--- src/design/apsl_pkg.sv ---
// ----------------------------------------------------------------------------
// apsl_pkg
// Shared constants for the Annex B parameter-set locator.
// ----------------------------------------------------------------------------
package apsl_pkg;

	localparam int unsigned MAX_UNIT_BYTES_DEF = 65536;

	localparam logic [7:0] TYPE_MASK   = 8'h1f;
	localparam logic [4:0] TYPE_UNSPEC = 5'd0;
	localparam logic [4:0] TYPE_SPS    = 5'd7;
	localparam logic [4:0] TYPE_PPS    = 5'd8;
	localparam logic [7:0] BYTE_ZERO   = 8'h00;
	localparam logic [7:0] BYTE_ONE    = 8'h01;

endpackage

--- src/design/annexb_parameter_set_locator.sv ---
// ----------------------------------------------------------------------------
// annexb_parameter_set_locator
// Scans one H.264 Annex B access unit per frame and reports the byte span that
// holds the first SPS and the PPS after it.
// ----------------------------------------------------------------------------
// One byte is taken per cycle with no gaps needed. Each byte goes into an input
// register, and the next cycle updates the start code window and span state in
// a single pass. The byte flagged tlast yields one result item in the output
// register once it leaves the input register; the input keeps flowing while that
// result waits, and stalls only if a second frame end arrives before the first
// result is taken. Bytes at offsets MAX_UNIT_BYTES and beyond are neither counted
// nor scanned, and overflow is set in the result.
module annexb_parameter_set_locator #(
	parameter int unsigned MAX_UNIT_BYTES = apsl_pkg::MAX_UNIT_BYTES_DEF,
	localparam int unsigned OFF_W  = $clog2(MAX_UNIT_BYTES + 1),
	localparam int unsigned DATA_W = ((2 * OFF_W + 2 + 7) / 8) * 8
) (
	input  logic              clk,
	input  logic              arst_n,
	input  logic              s_tvalid,
	output logic              s_tready,
	input  logic [7:0]        s_tdata,  // data_byte
	input  logic              s_tlast,  // last
	output logic              m_tvalid,
	input  logic              m_tready,
	output logic [DATA_W-1:0] m_tdata   // found, config_start, config_end, overflow, zero pad
);

	localparam logic [OFF_W-1:0] MAX_POS = OFF_W'(MAX_UNIT_BYTES);
	localparam logic [OFF_W-1:0] OFF_ONE = OFF_W'(1);
	localparam logic [OFF_W-1:0] OFF_TWO = OFF_W'(2);
	localparam logic [OFF_W-1:0] OFF_THR = OFF_W'(3);

	typedef struct packed {
		logic             sps_seen;
		logic             pps_seen;
		logic             closed;
		logic [OFF_W-1:0] sps_off;
		logic [OFF_W-1:0] span_end;
		logic [OFF_W-1:0] pend;
	} span_t;

	function automatic span_t apply_type(span_t st, logic [4:0] ty);
		span_t r;
		r = st;
		if (!st.closed) begin
			if (ty == apsl_pkg::TYPE_SPS && !st.sps_seen) begin
				r.sps_seen = 1'b1;
				r.sps_off  = st.pend;
			end else if (ty == apsl_pkg::TYPE_PPS && st.sps_seen && !st.pps_seen) begin
				r.pps_seen = 1'b1;
				r.span_end = '0;
			end else if (ty != apsl_pkg::TYPE_SPS && ty != apsl_pkg::TYPE_PPS &&
			             st.pps_seen) begin
				r.span_end = st.pend;
				r.closed   = 1'b1;
			end
		end
		return r;
	endfunction

	// input stage
	logic       valid_s1;
	logic [7:0] byte_s1;
	logic       last_s1;
	logic       advance;

	// scan state
	span_t            st_q, st_n;
	logic             hp_q, hp_n;
	logic [23:0]      win_q, win_n;
	logic [OFF_W-1:0] pos_q, pos_n;
	logic             over_q, over_n;

	logic             sc_fire;
	logic [OFF_W-1:0] sc_off;
	logic             ty_fire;
	logic [4:0]       ty_val;
	logic [7:0]       b0, b1, b2;
	logic             found_d;
	logic [DATA_W-1:0] tdata_d;

	logic              m_tvalid_q;
	logic [DATA_W-1:0] m_tdata_q;

	assign advance  = valid_s1 && (!last_s1 || !m_tvalid_q || m_tready);
	assign s_tready = !valid_s1 || advance;
	assign m_tvalid = m_tvalid_q;
	assign m_tdata  = m_tdata_q;

	always_ff @(posedge clk or negedge arst_n) begin
		if (!arst_n) begin
			valid_s1 <= 1'b0;
		end else if (s_tready) begin
			valid_s1 <= s_tvalid;
		end
	end

	always_ff @(posedge clk) begin
		if (s_tvalid && s_tready) begin
			byte_s1 <= s_tdata;
			last_s1 <= s_tlast;
		end
	end

	always_comb begin
		st_n    = st_q;
		hp_n    = hp_q;
		win_n   = win_q;
		pos_n   = pos_q;
		over_n  = over_q;
		sc_fire = 1'b0;
		sc_off  = '0;
		ty_fire = 1'b0;
		ty_val  = '0;
		b0      = win_q[7:0];
		b1      = win_q[15:8];
		b2      = win_q[23:16];

		if (pos_q < MAX_POS) begin
			pos_n = pos_q + OFF_ONE;
			if (!st_q.closed) begin
				if (hp_q) begin
					if (b0 == apsl_pkg::BYTE_ONE) begin
						if (byte_s1 != apsl_pkg::BYTE_ZERO) begin
							ty_fire = 1'b1;
							ty_val  = 5'(byte_s1 & apsl_pkg::TYPE_MASK);
						end
					end else if (b1 == apsl_pkg::BYTE_ONE) begin
						ty_fire = byte_s1 != apsl_pkg::BYTE_ZERO;
					end else if (b2 == apsl_pkg::BYTE_ONE) begin
						if (byte_s1 == apsl_pkg::BYTE_ONE) begin
							sc_fire = 1'b1;
							sc_off  = pos_q - OFF_TWO;
						end else begin
							ty_fire = byte_s1 != apsl_pkg::BYTE_ZERO;
						end
					end else begin
						if (byte_s1 == apsl_pkg::BYTE_ONE) begin
							sc_fire = 1'b1;
							sc_off  = pos_q - OFF_THR;
						end else begin
							ty_fire = 1'b1;
						end
					end
				end else if (byte_s1 == apsl_pkg::BYTE_ONE && pos_q >= OFF_TWO &&
				             b0 == apsl_pkg::BYTE_ZERO && b1 == apsl_pkg::BYTE_ZERO) begin
					sc_fire = 1'b1;
					sc_off  = (pos_q >= OFF_THR && b2 == apsl_pkg::BYTE_ZERO) ?
					          pos_q - OFF_THR : pos_q - OFF_TWO;
				end
				win_n = {win_q[15:0], byte_s1};
			end
		end else begin
			over_n = 1'b1;
		end

		if (sc_fire) begin
			if (st_n.pps_seen && st_n.span_end == '0) begin
				st_n.span_end = sc_off;
			end
			st_n.pend = sc_off;
			hp_n      = 1'b1;
		end
		if (ty_fire) begin
			hp_n = 1'b0;
			st_n = apply_type(st_n, ty_val);
		end

		// frame end: a held zero header becomes a type 0 NAL, open PPS ends here
		if (last_s1 && !st_n.closed) begin
			if (hp_n && win_n[7:0] != apsl_pkg::BYTE_ONE) begin
				hp_n = 1'b0;
				st_n = apply_type(st_n, apsl_pkg::TYPE_UNSPEC);
			end
			if (!st_n.closed && st_n.pps_seen && st_n.span_end == '0) begin
				st_n.span_end = pos_n;
			end
		end

		found_d = st_n.sps_seen && st_n.pps_seen && (st_n.span_end > st_n.sps_off);
		tdata_d = DATA_W'({over_n,
		                   found_d ? st_n.span_end : {OFF_W{1'b0}},
		                   found_d ? st_n.sps_off : {OFF_W{1'b0}},
		                   found_d});
	end

	always_ff @(posedge clk or negedge arst_n) begin
		if (!arst_n) begin
			st_q   <= '0;
			hp_q   <= 1'b0;
			win_q  <= '0;
			pos_q  <= '0;
			over_q <= 1'b0;
		end else if (advance) begin
			if (last_s1) begin
				st_q   <= '0;
				hp_q   <= 1'b0;
				win_q  <= '0;
				pos_q  <= '0;
				over_q <= 1'b0;
			end else begin
				st_q   <= st_n;
				hp_q   <= hp_n;
				win_q  <= win_n;
				pos_q  <= pos_n;
				over_q <= over_n;
			end
		end
	end

	always_ff @(posedge clk or negedge arst_n) begin
		if (!arst_n) begin
			m_tvalid_q <= 1'b0;
		end else if (advance && last_s1) begin
			m_tvalid_q <= 1'b1;
		end else if (m_tready) begin
			m_tvalid_q <= 1'b0;
		end
	end

	always_ff @(posedge clk) begin
		if (advance && last_s1) begin
			m_tdata_q <= tdata_d;
		end
	end

	a_result_from_last: assert property (@(posedge clk) disable iff (!arst_n)
		$rose(m_tvalid_q) |-> $past(advance && last_s1))
		else $error("result item without a frame end");

	a_span_order: assert property (@(posedge clk) disable iff (!arst_n)
		(m_tvalid_q && m_tdata_q[0]) |->
		(m_tdata_q[2*OFF_W:OFF_W+1] > m_tdata_q[OFF_W:1]))
		else $error("found span does not end after its start");

	a_empty_when_missing: assert property (@(posedge clk) disable iff (!arst_n)
		(m_tvalid_q && !m_tdata_q[0]) |-> (m_tdata_q[2*OFF_W:1] == '0))
		else $error("offsets reported without a found span");

	a_clear_after_frame: assert property (@(posedge clk) disable iff (!arst_n)
		(advance && last_s1) |=> (pos_q == '0 && !st_q.sps_seen && !hp_q && !over_q))
		else $error("scan state not cleared after frame end");

	a_pos_bound: assert property (@(posedge clk) disable iff (!arst_n)
		(pos_q <= MAX_POS) && (!st_q.pps_seen || st_q.sps_seen))
		else $error("position beyond limit or PPS without SPS");

endmodule

--- config.mk ---
export PLATFORM = sky130hd
export DESIGN_NAME = annexb_parameter_set_locator
export DESIGN_NICKNAME = d
export VERILOG_FILES = /design/src/design/apsl_pkg.sv /design/src/design/annexb_parameter_set_locator.sv
export SDC_FILE = /design/constraint.sdc
export NUM_CORES = 1
export LEC_CHECK = 0
export BUFFER_PORTS_ARGS = -buffer_cell sky130_fd_sc_hd__clkbuf_2
export CORE_AREA = 2 2 117 233
export DETAILED_ROUTE_END_ITERATION = 10
export DIE_AREA = 0 0 119 235
export PLACE_DENSITY = 0.48
export SYNTH_ARGS = -nofsm -noshare
export SYNTH_HDL_FRONTEND = slang
export SYNTH_SLANG_ARGS = --single-unit
--- constraint.sdc ---
create_clock -name clk -period 7.8 [get_ports clk]
set_clock_uncertainty 0.2 [all_clocks]
set_input_delay 1.56 -clock clk [delete_from_list [all_inputs] [get_ports clk]]
set_output_delay 1.56 -clock clk [all_outputs]
set_load 0.005 [all_outputs]
==> reports/metrics.yaml, run 1 <==
synth_top_cells_by_area: "dfrtp_1 (27%), edfxtp_1 (15%), nand2_1 (4.7%)"
p_leak_nw: 4.64
placed_cell_area_sq_um: 10300
grt.busiest_layer: "met2"
ys_warn_count: 0
final.setup.tns_ps: 0
status: "finished, final reports clean"
avgSynthCellArea_sq_um: 8.90
ys_types: 84
synth.cell_area_sq_um: 9290
core-area_sq_um: 26200
drc: 0
use_met2_pct: 52.3
synth-adder-area-share_pct: 2.83
seqCellArea_sq_um: 3830
hold_depth: 2
power-per-cell-area_nw_per_um2: 190
post-route-min-period_ps: 7110
synthMuxAreaShare_pct: 2.51
wire_per_inst_microns: 27.4
crit_type: "flop to flop"
worstSetupEndpointType: "flop"
power_mw: 2.08
root_buffer: "clkbuf_16"
synthSimpleGateAreaFrac_pct: 23.6
utilization_pct: 41.7
cp-start-kind: "flop"
ff2ff_path_depth: 22
overflow: 0
netlist_instances: 1043
maxCapViolCount: 0
critPathArrivalTime_ps: 7090
min_to: "st_q[41]"
r2r-end: "m_tdata[33]"
tightest_slew_ps: 1070
grt_max_degree: 61
ys_ff_latch: 144
use_met1_pct: 28.5
yosys-top-cells-count: "nand2_1 (117), dfrtp_1 (99), nor2_1 (91)"
nNetsFinal: 1155
area_growth_pct: 17.5
cts_hold_buf: 0
path_clk_slew_ps: 70
start_util_pct: 35.5
grt_pass1_vias: 9091
cp.required_ps: 7780
num-fill-cells: 2631
dieArea_sq_um: 28000
cts_buffer_depth: 2
place_congestion: 1.04
synth_top_area_share_pct: 26.7
synth.most_common_cell: "nand2_1"
worstHoldStart: "st_q[41]"
numCtsBuffers: 17
yosysTopAreaCell: "dfrtp_1"
vias: 8987
finalSetupViolCount: 0
die_w_microns: 119
dp_hpwl_mm: 31.1
rsz0062_at_grt: "false"
synthFlopType: "dfrtp_1"
synth-edff-count: 45
numPortBuffers: 50
rows: 84
drt_first_pass_iters: 7
clock_sinks: 144
wirelength_mm: 40.6
die_h_microns: 235
htreeDepth: 4
synth_compound_area_share_pct: 22.8
fin_area_sq_um: 10900
drive_gt1_share_pct: 17.4
antenna_left: 0
hp-class: "flop to flop"
r2r-start: "pos_q[9]"
synthArstFlopShare_pct: 68.8
drtIter0Drc: 795
synth_top_family_by_area: "simple AND/OR/NAND/NOR gates"
grt_pass1_wl_mm: 59.6
crit_fanout: 19
min_period_over_period_pct: 91.1
multi_input_area_sq_um: 5130
cts_setup_buffers: 0
grtUsageTotal_pct: 29.3
vias_per_cell: 6.08
hold_viol_final: 0
ir_drop_mv: 0.173
ios: 55
synth_xor_area_share_pct: 3.02
n_antenna_cell: 0
insertion_delay_ps: 460
slew_viol_final: 0
use_met3_pct: 4.76
ys_seq_area_share_pct: 41.2
max_freq_mhz: 141
worstSetupStartpoint: "pos_q[9]"
ctsResizeCount: 0
antenna_found_initial: 0
relSlewSlack_pct: 28.2
reg2reg_slack_ps: 690
cts_tree: "yes"
## how the worst max path moves through the flow
stage / endpoint / slack [ps]
final: m_tdata[33] / 690
after floorplan: m_tdata[29] / 1340
after detailed placement: m_tdata[33] / 760
after CTS: m_tdata[33] / 740
after global placement: m_tdata[33] / 700
after global routing: m_tdata[33] / 380
## where the power goes
part           leakage (nW)  switching (mW)  internal (mW)  total [mW]
combinational          2.55           0.243          0.131       0.373
sequential             1.80          0.0278          0.806       0.834
clock                 0.295           0.357          0.513       0.870
## cells in the final DEF, fill, tap and decap left out, types with 6 or more instances in the layout
master	Yosys	routed
nand3_1	31	31
inv_1	16	15
a211oi_1	13	13
o211ai_1	7	7
a21o_1	13	13
a22o_1	47	47
and2_1	10	10
or4_1	9	9
xor2_1	11	11
o22ai_1	11	11
o31ai_1	9	9
nor2b_1	6	6
clkbuf_16	0	17
mux2i_1	21	21
nand4_1	10	10
nor3_1	46	45
or3_1	10	10
dfrtp_1	99	99
nand2_1	117	116
a21oi_1	50	50
o21ai_0	83	82
clkbuf_2	0	49
and3_1	14	14
buf_4	5	80
xnor2_1	21	21
o21a_1	11	11
ha_1	21	21
nor2_1	91	91
nor4_1	32	31
a31oi_1	6	6
edfxtp_1	45	45
## metal layers
| layer | routed length (microns) | up-vias |
|---|---|---|
| li1 | - | 4077 |
| met1 | 13400 | 4362 |
| met2 | 21100 | 368 |
| met3 | 1670 | 180 |
| met4 | 4360 | 0 |
| met5 | 0 | - |
## stage by stage
stage               hold slack (ps)  std cells  setup WS, ps
floorplan                       245       1046          1340
global placement                258       1446           700
detailed placement              266       1446           762
CTS                             281       1478           739
global route                    300       1478           380
finish                          278       1478           692
## cell families (layout without fill, tap and decap cells)
kind of cell             after synthesis  count (layout)
adder cells (fa/ha/maj)               21              21
buffers and inverters                 90             178
AND/OR/NAND/NOR                      422             422
XOR/XNOR                              32              32
other                                  1               4
multiplexers                          23              23
AO/OA/AOI/OAI                        310             310
flip-flops                           144             144
## area by class of cell
type                       instances  area share (%)
clock buffer                      20            4.09
clock inverter                    12            1.43
timing repair buffer             130            7.93
multi-input combinational        812            47.0
inverter                          16           0.550
sequential                       144            35.1
tap                              344            3.94
## flip-flops by register name (all words and copies together), names as in the netlist
signal    count
m_tdata      36
m_tvalid      1
byte_s1       8
valid_s1      1
st_q         54
last_s1       1
win_q        24
pos_q        17
over_q        1
hp_q          1
## critical path: stages, from the launching register on
cell and delay [ps]:
dfrtp_1 580, nor4_1 730, nand4b_1 310, a31oi_1 200, buf_4 270, mux2i_1 550
a211oi_1 190, or3_1 390, o221a_2 320, o22a_1 340, nor4_1 310, buf_4 160
a21oi_1 180, a21oi_1 190, ha_1 260, a21o_1 160, a21o_1 160, a21oi_1 180
o21ai_0 220, or2_2 340, o21ai_2 190, buf_4 290, a211oi_1 80
No activity file was read; power rests on OpenSTA's default activity.
==> inputs of run 2 (changes only) <==
--- a/config.mk
+++ b/config.mk
@@ -6,9 +6,9 @@
 export NUM_CORES = 1
 export LEC_CHECK = 0
 export BUFFER_PORTS_ARGS = -buffer_cell sky130_fd_sc_hd__clkbuf_2
-export CORE_AREA = 2 2 117 233
+export CORE_AREA = 2 2 173 158
 export DETAILED_ROUTE_END_ITERATION = 10
-export DIE_AREA = 0 0 119 235
+export DIE_AREA = 0 0 175 160
 export PLACE_DENSITY = 0.48
 export SYNTH_ARGS = -nofsm -noshare
 export SYNTH_HDL_FRONTEND = slang
==> run 2 against run 1 <==
Utilization fell by 1.3 points. Fmax fell by 0.57%. Hold slack got worse by 2.5 ps. Routed wire length fell by 10%. Critical path type unchanged. Critical endpoint is now m_tdata[23].
==> reports/metrics.yaml, run 2 (same netlist as run 1, synthesis figures left out) <==
critPathArrivalTime_ps: 7120  # was 7090 ps
drtIter0Drc: 968  # was 795
area_growth_pct: 15.0  # was 17.5%
vias: 8908  # was 8987
p_leak_nw: 4.50  # was 4.64 nW
rsz0062_at_grt: "false"  # unchanged
drt_first_pass_iters: 5  # was 7
path_buf_inv: 3  # unchanged
maxCapViolCount: 0  # unchanged
pre_cts_ws_ps: 828  # was 762 ps
ir_drop_mv: 0.161  # was 0.173 mV
wirelength_mm: 36.4  # was 40.6 mm
grtUsageTotal_pct: 26.6  # was 29.3%
cp_slowest_cell: "nor4_1"  # unchanged
n_antenna_cell: 0  # unchanged
core-area_sq_um: 26500  # was 26200 sq um
vias_per_cell: 6.11  # was 6.08
mostFrequentLayoutCell: "nand2_1"  # unchanged
cts_tree: "yes"  # unchanged
nNetsFinal: 1126  # was 1155
dp_hpwl_mm: 27.5  # was 31.1 mm
place_congestion: 0.983  # was 1.04
relSlewSlack_pct: 26.8  # was 28.2%
crit_type: "flop to flop"  # unchanged
cts_hold_buf: 0  # unchanged
hold_viol_final: 0  # unchanged
post-route-min-period_ps: 7150  # was 7110 ps
max_freq_mhz: 140  # was 141 MHz
max_stage_delay_ps: 660  # was 730 ps
grt_pass1_wl_mm: 55.5  # was 59.6 mm
final.setup.tns_ps: 0  # unchanged
die_w_microns: 175  # was 119 microns
overflow: 0  # unchanged
drive_gt1_share_pct: 15.1  # was 17.4%
hp-class: "flop to flop"  # unchanged
cp.required_ps: 7770  # was 7780 ps
tightest_slew_ps: 1080  # was 1070 ps
slew_viol_final: 0  # unchanged
drc: 0  # unchanged
cts_setup_buffers: 0  # unchanged
cpMostUsedCell: "o21a_1"
worstSetupEndpointType: "flop"  # unchanged
clock_sinks: 144  # unchanged
dieArea_sq_um: 28000  # about the same
numCtsBuffers: 17  # unchanged
critPathTopFamily: "compound AO/OA/AOI/OAI gates"  # unchanged
worst_slack_ps: 651  # was 692 ps
wire_per_inst_microns: 25.0  # was 27.4 microns
min_period_over_period_pct: 91.7  # was 91.1%
start_util_pct: 35.1  # was 35.5%
ctsResizeCount: 0  # unchanged
insertion_delay_ps: 440  # was 460 ps
htreeDepth: 4  # unchanged
grt_pass1_vias: 8315  # was 9091
power-per-cell-area_nw_per_um2: 190  # about the same
cp-start-kind: "flop"  # unchanged
antenna_found_initial: 0  # unchanged
root_buffer: "clkbuf_16"  # unchanged
antenna_left: 0  # unchanged
crit_fanout: 26  # was 19
status: "finished, final reports clean"  # unchanged
finalSetupViolCount: 0  # unchanged
layout_common_cells: "nand2_1 (116), dfrtp_1 (99), nor2_1 (90)"  # was nand2_1 (116), dfrtp_1 (99), nor2_1 (91)
grt_max_degree: 61  # unchanged
die_h_microns: 160  # was 235 microns
numPortBuffers: 50  # unchanged
largest_register_ffs: 54  # unchanged
cts_buffer_depth: 2  # unchanged
top_register: "st_q"  # unchanged
rows: 57  # was 84
ios: 55  # unchanged
path_clk_slew_ps: 70  # about the same
## run 2: layout make-up
type / instances / area, sq um
Tap cell: 354 / 443
Sequential cell: 144 / 3830
Multi-Input combinational cell: 812 / 5130
Timing Repair Buffer: 101 / 636
Clock buffer: 21 / 462
Inverter: 16 / 60.1
Fill cell: 2674 / 15800
Clock inverter: 11 / 126
## run 2: tightest hold or removal path, stage by stage (launching register included)
cell	delay, ps
dfrtp_1	340
nand2_1	40
o21ai_0	60
## run 2: stage by stage
stage / cell area [sq um] / cells / util, % / total power [mW] / hold slack [ps]
after global routing: 10700 / 1459 / 40.4 / 2.11 / 297
final: 10700 / 1459 / 40.4 / 2.03 / 276
after global placement: 10100 / 1427 / 38.2 / 1.21 / 257
after detailed placement: 10100 / 1427 / 38.2 / 1.20 / 266
after CTS: 10700 / 1459 / 40.4 / 2.04 / 279
after floorplan: 9300 / 1046 / - / 1.07 / 245
## run 2: path summary, 6_finish.rpt
kind                                from           to  slack [ps]  cells past startpoint
worst max-delay path            pos_q[4]  m_tdata[23]         650                     25
worst min-delay path            st_q[48]     st_q[48]         280                      2
worst max register to register  pos_q[4]  m_tdata[23]         650                     25
worst min register to register  st_q[48]     st_q[48]         280                      2
max in group asynchronous         arst_n     st_q[19]        5190                      2
min in group asynchronous         arst_n    win_q[14]         900                      1
## run 2: power by group
group / total [mW] / leakage (nW) / switching (mW) / internal (mW)
Combinational: 0.362 / 2.40 / 0.238 / 0.124
Sequential: 0.837 / 1.80 / 0.0306 / 0.806
Clock: 0.835 / 0.292 / 0.343 / 0.493
## run 2: metal layers
| layer | routed length, microns | GRT usage [%] | share of wire [%] | vias up |
|---|---|---|---|---|
| li1 | - | - | - | 4033 |
| met1 | 17700 | 41.6 | 49 | 4446 |
| met2 | 15400 | 37.9 | 42 | 388 |
| met3 | 2660 | 4.07 | 7.3 | 41 |
| met4 | 666 | 6.48 | 1.8 | 0 |
| met5 | 0 | 0 | 0 | - |
